### src/hdl/hash_db_record_header_parser_core_assert.svh
`ifndef HASH_DB_RECORD_HEADER_PARSER_CORE_ASSERT_SVH
`define HASH_DB_RECORD_HEADER_PARSER_CORE_ASSERT_SVH

// same-cycle implication, checked out of reset
`define HDBHP_ASSERT_NOW(label, ante, cons) \
  label: assert property (@(posedge clk_i) disable iff (!rst_ni) (ante) |-> (cons)) \
    else $error("hdbhp assertion failed");

// next-cycle implication, checked out of reset
`define HDBHP_ASSERT_NEXT(label, ante, cons) \
  label: assert property (@(posedge clk_i) disable iff (!rst_ni) (ante) |=> (cons)) \
    else $error("hdbhp assertion failed");

`endif

### src/hdl/hdbhp_pkg.sv
package hdbhp_pkg;

  localparam int unsigned OffsetBits = 48;
  localparam int unsigned LenBits    = 34;

  localparam logic [7:0] MagicData = 8'hc8;
  localparam logic [7:0] MagicFree = 8'hb0;

  localparam logic [1:0] RegWidePtr  = 2'd0;
  localparam logic [1:0] RegAlign    = 2'd1;
  localparam logic [1:0] RegStartPos = 2'd2;

  localparam logic [4:0] AlignReset = 5'd4;

  typedef enum logic [8:0] {
    PH_HUNT  = 9'b000000001,
    PH_HASH  = 9'b000000010,
    PH_LEFT  = 9'b000000100,
    PH_RIGHT = 9'b000001000,
    PH_PAD   = 9'b000010000,
    PH_KEY   = 9'b000100000,
    PH_VAL   = 9'b001000000,
    PH_FREE  = 9'b010000000,
    PH_SKIP  = 9'b100000000
  } phase_e;

  typedef struct packed {
    logic                  record_kind;
    logic                  offset_overflow;
    logic [31:0]           value_size;
    logic [31:0]           key_len;
    logic [15:0]           pad_len;
    logic [OffsetBits-1:0] right_offset;
    logic [OffsetBits-1:0] left_offset;
    logic [7:0]            hash_byte;
    logic [LenBits-1:0]    record_length;
    logic [OffsetBits-1:0] rec_offset;
  } result_t;

endpackage

### src/hdl/hash_db_record_header_parser_core.sv
// a header's result is registered into the output buffer on its last byte transfer
// throughput: one byte per cycle when not stalled; single-pass parse, byte-wide input
// a two-entry output buffer holds results, the input stalls only while both are full
// the input also stalls in the access cycle of a register write
// reset (asynchronous, active low): registers to defaults, parser hunting, position zero
`include "hash_db_record_header_parser_core_assert.svh"

module hash_db_record_header_parser_core import hdbhp_pkg::*; (
  input  logic         clk_i,
  input  logic         rst_ni,
  input  logic         psel,
  input  logic         penable,
  input  logic         pwrite,
  input  logic [4:0]   paddr,
  input  logic [63:0]  pwdata,
  output logic [63:0]  prdata,
  output logic         pready,
  input  logic         s_axis_tvalid,
  output logic         s_axis_tready,
  // data_byte
  input  logic [7:0]   s_axis_tdata,
  output logic         m_axis_tvalid,
  input  logic         m_axis_tready,
  // rec_offset, record_length, hash_byte, left_offset, right_offset,
  // pad_len, key_len, value_size, offset_overflow, zero fill
  output logic [271:0] m_axis_tdata,
  // record_kind
  output logic         m_axis_tuser
);

  logic                  wide_q, wide_d;
  logic [4:0]            shift_q, shift_d;
  logic [OffsetBits-1:0] start_q, start_d;
  phase_e                state_q, state_d;
  logic [OffsetBits-1:0] pos_q, pos_d;
  logic [OffsetBits-1:0] rec_start_q, rec_start_d;
  logic [3:0]            idx_q, idx_d;
  logic [63:0]           acc_q, acc_d;
  logic [2:0]            vcnt_q, vcnt_d;
  logic [7:0]            hcnt_q, hcnt_d;
  logic [LenBits-1:0]    skip_q, skip_d;
  logic [7:0]            hash_q, hash_d;
  logic [OffsetBits-1:0] left_q, left_d;
  logic [OffsetBits-1:0] right_q, right_d;
  logic [15:0]           pad_q, pad_d;
  logic [31:0]           key_q, key_d;
  logic                  ovf_q, ovf_d;

  result_t out_q, skid_q, res;
  logic    out_valid_q, skid_valid_q;
  logic    res_valid;

  logic        cfg_wr, s_fire, pop;
  logic [7:0]  b;
  logic [63:0] acc_ins;
  logic [3:0]  idx_inc;
  logic [3:0]  fld_width;
  logic        fld_done;
  logic [127:0] shift_wide;
  logic        ptr_ovf;
  logic [6:0]  digit;
  logic [35:0] vadd, vacc;
  logic [31:0] vsat;
  logic [2:0]  vcnt_inc;
  logic [7:0]  hcnt_inc;
  logic [LenBits-1:0] body;
  logic [LenBits:0]   data_len;
  logic [LenBits-1:0] data_len_sat;
  logic [LenBits-1:0] free_len;
  logic [LenBits-1:0] skip_dec;

  assign pready        = 1'b1;
  assign cfg_wr        = psel & penable & pwrite & pready;
  assign s_axis_tready = !skid_valid_q & !cfg_wr;
  assign s_fire        = s_axis_tvalid & s_axis_tready;
  assign pop           = out_valid_q & m_axis_tready;
  assign b             = s_axis_tdata;

  assign m_axis_tvalid = out_valid_q;
  assign m_axis_tuser  = out_q.record_kind;
  assign m_axis_tdata  = {5'b0, out_q.offset_overflow, out_q.value_size, out_q.key_len,
                          out_q.pad_len, out_q.right_offset, out_q.left_offset,
                          out_q.hash_byte, out_q.record_length, out_q.rec_offset};

  always_comb begin
    unique case (paddr[4:3])
      RegWidePtr:  prdata = {63'b0, wide_q};
      RegAlign:    prdata = {59'b0, shift_q};
      RegStartPos: prdata = {16'b0, start_q};
      default:     prdata = 64'b0;
    endcase
  end

  // byte lane insert and field completion
  always_comb begin
    acc_ins = acc_q;
    acc_ins[{idx_q[2:0], 3'b000} +: 8] = acc_q[{idx_q[2:0], 3'b000} +: 8] | b;
    idx_inc = idx_q + 4'd1;
    if (state_q == PH_PAD) begin
      fld_width = 4'd2;
    end else if (state_q == PH_FREE) begin
      fld_width = 4'd4;
    end else begin
      fld_width = wide_q ? 4'd8 : 4'd4;
    end
    fld_done   = idx_inc >= fld_width;
    shift_wide = {64'b0, acc_ins} << shift_q;
    ptr_ovf    = |shift_wide[127:OffsetBits];
  end

  // varint digit
  always_comb begin
    digit = b[7] ? ~b[6:0] : b[6:0];
    unique case (vcnt_q)
      3'd0:    vadd = {29'b0, digit};
      3'd1:    vadd = {22'b0, digit, 7'b0};
      3'd2:    vadd = {15'b0, digit, 14'b0};
      3'd3:    vadd = {8'b0, digit, 21'b0};
      3'd4:    vadd = {1'b0, digit, 28'b0};
      default: vadd = 36'b0;
    endcase
    vacc     = acc_q[35:0] + vadd;
    vsat     = (|vacc[35:32]) ? 32'hffff_ffff : vacc[31:0];
    vcnt_inc = (vcnt_q < 3'd5) ? vcnt_q + 3'd1 : vcnt_q;
    hcnt_inc = (hcnt_q == 8'hff) ? hcnt_q : hcnt_q + 8'd1;
    body     = LenBits'(pad_q) + LenBits'(key_q) + LenBits'(vsat);
    data_len = (LenBits + 1)'(hcnt_q + ((hcnt_q == 8'hff) ? 8'd0 : 8'd1))
               + (LenBits + 1)'(body);
    data_len_sat = data_len[LenBits] ? {LenBits{1'b1}} : data_len[LenBits-1:0];
    free_len = LenBits'(acc_ins[31:0]) + LenBits'(5);
    skip_dec = skip_q - LenBits'(1);
  end

  always_comb begin
    wide_d      = wide_q;
    shift_d     = shift_q;
    start_d     = start_q;
    state_d     = state_q;
    pos_d       = pos_q;
    rec_start_d = rec_start_q;
    idx_d       = idx_q;
    acc_d       = acc_q;
    vcnt_d      = vcnt_q;
    hcnt_d      = hcnt_q;
    skip_d      = skip_q;
    hash_d      = hash_q;
    left_d      = left_q;
    right_d     = right_q;
    pad_d       = pad_q;
    key_d       = key_q;
    ovf_d       = ovf_q;
    res_valid   = 1'b0;
    res         = '0;

    if (cfg_wr) begin
      unique case (paddr[4:3])
        RegWidePtr: wide_d = pwdata[0];
        RegAlign:   shift_d = pwdata[4:0];
        RegStartPos: begin
          start_d = pwdata[OffsetBits-1:0];
          pos_d   = pwdata[OffsetBits-1:0];
          state_d = PH_HUNT;
          hcnt_d  = 8'd0;
          skip_d  = '0;
          idx_d   = 4'd0;
          acc_d   = 64'b0;
          vcnt_d  = 3'd0;
        end
        default: ;
      endcase
    end else if (s_fire) begin
      pos_d = pos_q + OffsetBits'(1);
      unique case (state_q)
        PH_HUNT: begin
          if (b == MagicData || b == MagicFree) begin
            rec_start_d = pos_q;
            hcnt_d      = 8'd1;
            ovf_d       = 1'b0;
            idx_d       = 4'd0;
            acc_d       = 64'b0;
            vcnt_d      = 3'd0;
            state_d     = (b == MagicData) ? PH_HASH : PH_FREE;
          end
        end
        PH_HASH: begin
          hash_d  = b;
          hcnt_d  = hcnt_inc;
          idx_d   = 4'd0;
          acc_d   = 64'b0;
          vcnt_d  = 3'd0;
          state_d = PH_LEFT;
        end
        PH_LEFT, PH_RIGHT, PH_PAD, PH_FREE: begin
          hcnt_d = hcnt_inc;
          if (!fld_done) begin
            acc_d = acc_ins;
            idx_d = idx_inc;
          end else begin
            idx_d  = 4'd0;
            acc_d  = 64'b0;
            vcnt_d = 3'd0;
            priority case (1'b1)
              state_q == PH_LEFT: begin
                left_d  = shift_wide[OffsetBits-1:0];
                ovf_d   = ovf_q | ptr_ovf;
                state_d = PH_RIGHT;
              end
              state_q == PH_RIGHT: begin
                right_d = shift_wide[OffsetBits-1:0];
                ovf_d   = ovf_q | ptr_ovf;
                state_d = PH_PAD;
              end
              state_q == PH_PAD: begin
                pad_d   = acc_ins[15:0];
                state_d = PH_KEY;
              end
              default: begin
                res_valid         = 1'b1;
                res.record_kind   = 1'b1;
                res.rec_offset    = rec_start_q;
                res.record_length = free_len;
                skip_d  = LenBits'(acc_ins[31:0]);
                state_d = (acc_ins[31:0] != 32'b0) ? PH_SKIP : PH_HUNT;
              end
            endcase
          end
        end
        PH_KEY: begin
          hcnt_d = hcnt_inc;
          if (b[7]) begin
            acc_d  = {28'b0, vacc};
            vcnt_d = vcnt_inc;
          end else begin
            key_d   = vsat;
            idx_d   = 4'd0;
            acc_d   = 64'b0;
            vcnt_d  = 3'd0;
            state_d = PH_VAL;
          end
        end
        PH_VAL: begin
          hcnt_d = hcnt_inc;
          if (b[7]) begin
            acc_d  = {28'b0, vacc};
            vcnt_d = vcnt_inc;
          end else begin
            res_valid           = 1'b1;
            res.record_kind     = 1'b0;
            res.rec_offset      = rec_start_q;
            res.record_length   = data_len_sat;
            res.hash_byte       = hash_q;
            res.left_offset     = left_q;
            res.right_offset    = right_q;
            res.pad_len         = pad_q;
            res.key_len         = key_q;
            res.value_size      = vsat;
            res.offset_overflow = ovf_q;
            skip_d  = body;
            idx_d   = 4'd0;
            acc_d   = 64'b0;
            vcnt_d  = 3'd0;
            state_d = (body != '0) ? PH_SKIP : PH_HUNT;
          end
        end
        PH_SKIP: begin
          if (skip_q != '0) begin
            skip_d = skip_dec;
          end
          if (skip_q == '0 || skip_dec == '0) begin
            state_d = PH_HUNT;
          end
        end
        default: begin
          state_d = PH_HUNT;
          idx_d   = 4'd0;
          acc_d   = 64'b0;
          vcnt_d  = 3'd0;
        end
      endcase
    end
  end

  always_ff @(posedge clk_i or negedge rst_ni) begin
    if (!rst_ni) begin
      wide_q      <= 1'b0;
      shift_q     <= AlignReset;
      start_q     <= '0;
      state_q     <= PH_HUNT;
      pos_q       <= '0;
      rec_start_q <= '0;
      idx_q       <= 4'd0;
      acc_q       <= 64'b0;
      vcnt_q      <= 3'd0;
      hcnt_q      <= 8'd0;
      skip_q      <= '0;
      ovf_q       <= 1'b0;
    end else begin
      wide_q      <= wide_d;
      shift_q     <= shift_d;
      start_q     <= start_d;
      state_q     <= state_d;
      pos_q       <= pos_d;
      rec_start_q <= rec_start_d;
      idx_q       <= idx_d;
      acc_q       <= acc_d;
      vcnt_q      <= vcnt_d;
      hcnt_q      <= hcnt_d;
      skip_q      <= skip_d;
      ovf_q       <= ovf_d;
    end
  end

  always_ff @(posedge clk_i) begin
    hash_q  <= hash_d;
    left_q  <= left_d;
    right_q <= right_d;
    pad_q   <= pad_d;
    key_q   <= key_d;
  end

  // output register plus skid entry
  always_ff @(posedge clk_i or negedge rst_ni) begin
    if (!rst_ni) begin
      out_valid_q  <= 1'b0;
      skid_valid_q <= 1'b0;
    end else if (skid_valid_q) begin
      if (pop) begin
        skid_valid_q <= 1'b0;
      end
    end else if (s_fire && res_valid) begin
      if (out_valid_q && !pop) begin
        skid_valid_q <= 1'b1;
      end else begin
        out_valid_q <= 1'b1;
      end
    end else if (pop) begin
      out_valid_q <= 1'b0;
    end
  end

  always_ff @(posedge clk_i) begin
    if (skid_valid_q) begin
      if (pop) begin
        out_q <= skid_q;
      end
    end else if (s_fire && res_valid) begin
      if (out_valid_q && !pop) begin
        skid_q <= res;
      end else begin
        out_q <= res;
      end
    end
  end

  `HDBHP_ASSERT_NOW(a_skid_behind_out, skid_valid_q, out_valid_q)
  `HDBHP_ASSERT_NOW(a_no_push_on_full, s_fire && res_valid && !cfg_wr, !skid_valid_q)
  `HDBHP_ASSERT_NEXT(a_result_lands, s_fire && res_valid && !cfg_wr, out_valid_q)
  `HDBHP_ASSERT_NOW(a_skip_nonzero, state_q == PH_SKIP, skip_q != '0)
  `HDBHP_ASSERT_NOW(a_header_counted, state_q == PH_KEY || state_q == PH_VAL, hcnt_q != 8'd0)

endmodule

### config.mk
export PLATFORM = sky130hd
export DESIGN_NAME = hash_db_record_header_parser_core
export DESIGN_NICKNAME = d
export VERILOG_FILES = /design/src/hdl/hdbhp_pkg.sv /design/src/hdl/hash_db_record_header_parser_core.sv
export VERILOG_INCLUDE_DIRS = /design/src /design/src/hdl
export SDC_FILE = /design/constraint.sdc
export NUM_CORES = 2
export LEC_CHECK = 0
export ABC_AREA = 1
export BUFFER_PORTS_ARGS = -buffer_cell sky130_fd_sc_hd__buf_2
export CAP_MARGIN = 5
export CORE_MARGIN = 2
export CORE_UTILIZATION = 40
export CTS_BUF_LIST = sky130_fd_sc_hd__clkbuf_8
export DETAILED_ROUTE_END_ITERATION = 8
export HOLD_SLACK_MARGIN = 0.05
export PLACE_DENSITY = 0.53
export SLEW_MARGIN = 40
export SYNTH_ARGS = -nofsm -noshare
export SYNTH_HDL_FRONTEND = slang
export SYNTH_SLANG_ARGS = --single-unit
### constraint.sdc
create_clock -name clk_i -period 19.9 [get_ports clk_i]
set_input_delay 1.99 -clock clk_i [delete_from_list [all_inputs] [get_ports clk_i]]
set_output_delay 1.99 -clock clk_i [all_outputs]
set_load 0.01 [all_outputs]
==> metrics.cfg <==
[flow_run]
max_cap_viol_count=0

[global_route]
antenna_found_initial=11
grt_pass1_wl_um=271000
grt_use_total=0.265
gr-total-overflow=0
grt_pass1_vias=42500
grt_max_degree=139

[die]
initial_core_util=0.402
fp-row-count=133
fp.dieH_um=367
chipWidth_um=367
placeableCoreArea_um2=131000
die-area_um2=135000
io_pins=424

[logic_synthesis]
ys_warn_count=0
yosys.area_share.simple=0.219
yosys.area_share.adder=0.0338
synth_compound_area_frac=0.119
ys_ff_latch=963
synthCells=6091
syn_area_um2=52700
yosysUniqueCellTypes=74
async_flop_share=0.286
synthFlopType=edfxtp_1
synth_top_family_by_area=simple AND/OR/NAND/NOR gates
seq_area_frac_synth=0.523
synth_xor_area_frac=0.0267
synth.avg_cell_area_um2=8.65
synth.mux.area_fraction=0.00271
synth-edff-count=688

[clock_tree]
post_cts_buffers=0
cts.sinks=963
cts.path.max_buffers=3
numCtsBuffers=168
cts_tree=built
htreeDepth=4
clk_latency_ns=0.95
cts_resized=0
holdBufCountCts=0
cts_root_buf=clkbuf_8
clk_pin_slew_ns=0.06

[detailed_routing]
drtPass1Iterations=6
post_drt_via_cell_ratio=5.32
drcViolationCount=0
via_count=44500
wl_per_cell_um=21.8
ant_nets=0
wl_um=182000
drt_iter0_drc=4647

[placed_design]
gp_congestion=0.980
place_area_um2=56500
portBuffers=382
dp_hpwl_um=133000

[setup_path]
slowest_delay_ns=0.52
crit_start=s_axis_tdata[7]
r2r_start=vcnt_q[0]$_DFFE_PN0P_
crit_top_cell=nand2_1
arrival_ns=10.95
critPathMaxFanout=30
critical_path.startpoint_type=input pin
crit_type=in -> reg
required_ns=20.56
cp_slowest_cell=buf_2
end_kind=flop

[sta]
clock.fmax_ghz=0.0972
tightestPinTransition_ns=0.939
rsz0062_at_grt=no
tns_ns=0
slew_viol_final=0
hold-worst-slack_ns=0.486
post-route-min-period_ns=10.29
setup_viol=0
slew_headroom=0.367
finalHoldViolCount=0
period_share=0.517
skew_ns=0.0653

[layout]
fin_nets=6670
layout-drive-gt1-share=0.131
design_area_um2=60000
synthToLayoutAreaGrowth_pct=13.8

[power_and_ir_drop]
p_leak_nw=25.3
powerDensity_nw_per_um2=97.6
irDropWorstVdd_mv=0.0700

[worst_hold_path]
hp-class=reg -> reg
hp-start=rec_start_q[25]$_DFFE_PN0P_

[status]
outcome=finished clean

-- layout by cell type (no fill, tap or decap), types with 79 or more instances in the layout --
cell      synthesis  layout
nor2_1          655     649
dfrtp_1         273     268
nand4_1          79      79
buf_2            24     381
nand2_1        1261    1259
a21oi_1         260     259
ha_1            112     112
nand3_1         480     478
edfxtp_1        688     688
clkbuf_8          0     186
xor2_1          127     117
inv_1           692     737
o21ai_0         595     592
-- per-layer routing --
metal	vias to the layer above	global-route usage	wire (µm)
met2	1586	0.406	81000
met3	339	0.0693	15000
li1	21300	-	-
met1	21300	0.367	80800
met5	-	0	99
met4	16	0.0855	5250
-- cells in the mapped netlist (all sizes together) (2+ instances only) --
cell type | n | share of area
and2 | 7 | 0.00083
clkbuf | 184 | 0.013
buf | 106 | 0.012
a21o | 30 | 0.0043
edfxtp | 688 | 0.39
nand2 | 1270 | 0.091
o22ai | 74 | 0.0088
a211oi | 3 | 0.00043
a22o | 28 | 0.0047
clkinv | 8 | 0.00059
conb | 2 | 0.00014
o211ai | 12 | 0.0017
o221ai | 15 | 0.0025
inv | 713 | 0.051
and3 | 2 | 0.00024
dfrtp | 273 | 0.13
o2111ai | 7 | 0.0013
mux2 | 2 | 0.00043
o21ai | 634 | 0.061
nor4 | 52 | 0.0066
ha | 112 | 0.027
nand4 | 80 | 0.0096
nand3 | 493 | 0.048
nor2 | 679 | 0.050
a31oi | 13 | 0.0015
dfstp | 2 | 0.0010
o31ai | 2 | 0.00028
xnor2 | 32 | 0.0053
a22oi | 8 | 0.0011
nor3 | 75 | 0.0088
fa | 19 | 0.0072
a32o | 9 | 0.0017
mux2i | 12 | 0.0023
a221oi | 7 | 0.0012
o21a | 8 | 0.0011
a21boi | 7 | 0.0010
nand3b | 9 | 0.0013
a21oi | 263 | 0.025
or2 | 16 | 0.0019
xor2 | 128 | 0.021
-- worst max-delay path, delay by kind of cell --
family	cells	cell delay, ns
fa+ha+maj	6	1.76
simple gates	24	3.56
xor+xnor	3	0.86
buf+inv	9	1.59
compound gates	5	1.14
-- sequential cells by signal, summed over array words and instances, names as in the netlist, 3 cells and up --
signal and flops:
pad_q 16, left_q 48, key_q 32, vcnt_q 3, right_q 48, rec_start_q 48
state_q 9, hcnt_q 8, idx_q 4, start_q 48, pos_q 48, shift_q 5
skip_q 34, hash_q 8, acc_q 64, m_axis_tdata 267, skid_q 268
-- power by group --
group / switching (mW) / total, mW / internal [mW]
Clock: 0.879 / 1.83 / 0.950
Combinational: 1.22 / 1.65 / 0.432
Sequential: 0.0835 / 2.38 / 2.30
Total: 2.18 / 5.86 / 3.68
-- cell families after synthesis --
group,count (synthesis)
simple gates,2685
compound gates,1125
buf+inv,1011
flops,963
xor+xnor,160
fa+ha+maj,131
mux,14
other cells,2
-- through the flow --
| stage | setup WS, ns | utilization | std cells | power [mW] |
|---|---|---|---|---|
| global placement | 8.87 | 0.429 | 8032 | 4.01 |
| CTS | 9.80 | 0.456 | 8340 | 5.87 |
| finish | 9.61 | 0.457 | 8349 | 5.86 |
| global route | 8.88 | 0.457 | 8347 | 6.16 |
| floorplan | 4.73 | - | 6111 | 3.44 |
| detailed placement | 8.82 | 0.431 | 8035 | 4.03 |
-- layout make-up --
cell class | count | area, µm²
multi-input cells | 4137 | 21400
clock buffers | 186 | 2560
well taps | 1755 | 2200
fillers | 13200 | 71200
repair buffers | 464 | 2710
clock inverters | 119 | 776
diodes | 4 | 10.0
flip-flops and latches | 963 | 27600
inverters | 721 | 2730
-- worst paths after layout --
path	cells past startpoint	slack (ns)	end
max in group asynchronous	3	17.51	idx_q[1]$_DFFE_PN0P_
worst max register to register	48	10.72	m_axis_tdata[78]$_DFFE_PP_
min in group asynchronous	1	1.04	rec_start_q[19]$_DFFE_PN0P_
worst min register to register	2	0.49	rec_start_q[25]$_DFFE_PN0P_
worst max-delay path	47	9.61	m_axis_tdata[78]$_DFFE_PP_
worst min-delay path	2	0.49	rec_start_q[25]$_DFFE_PN0P_
Note: power is estimated with default switching activity, not from simulation.
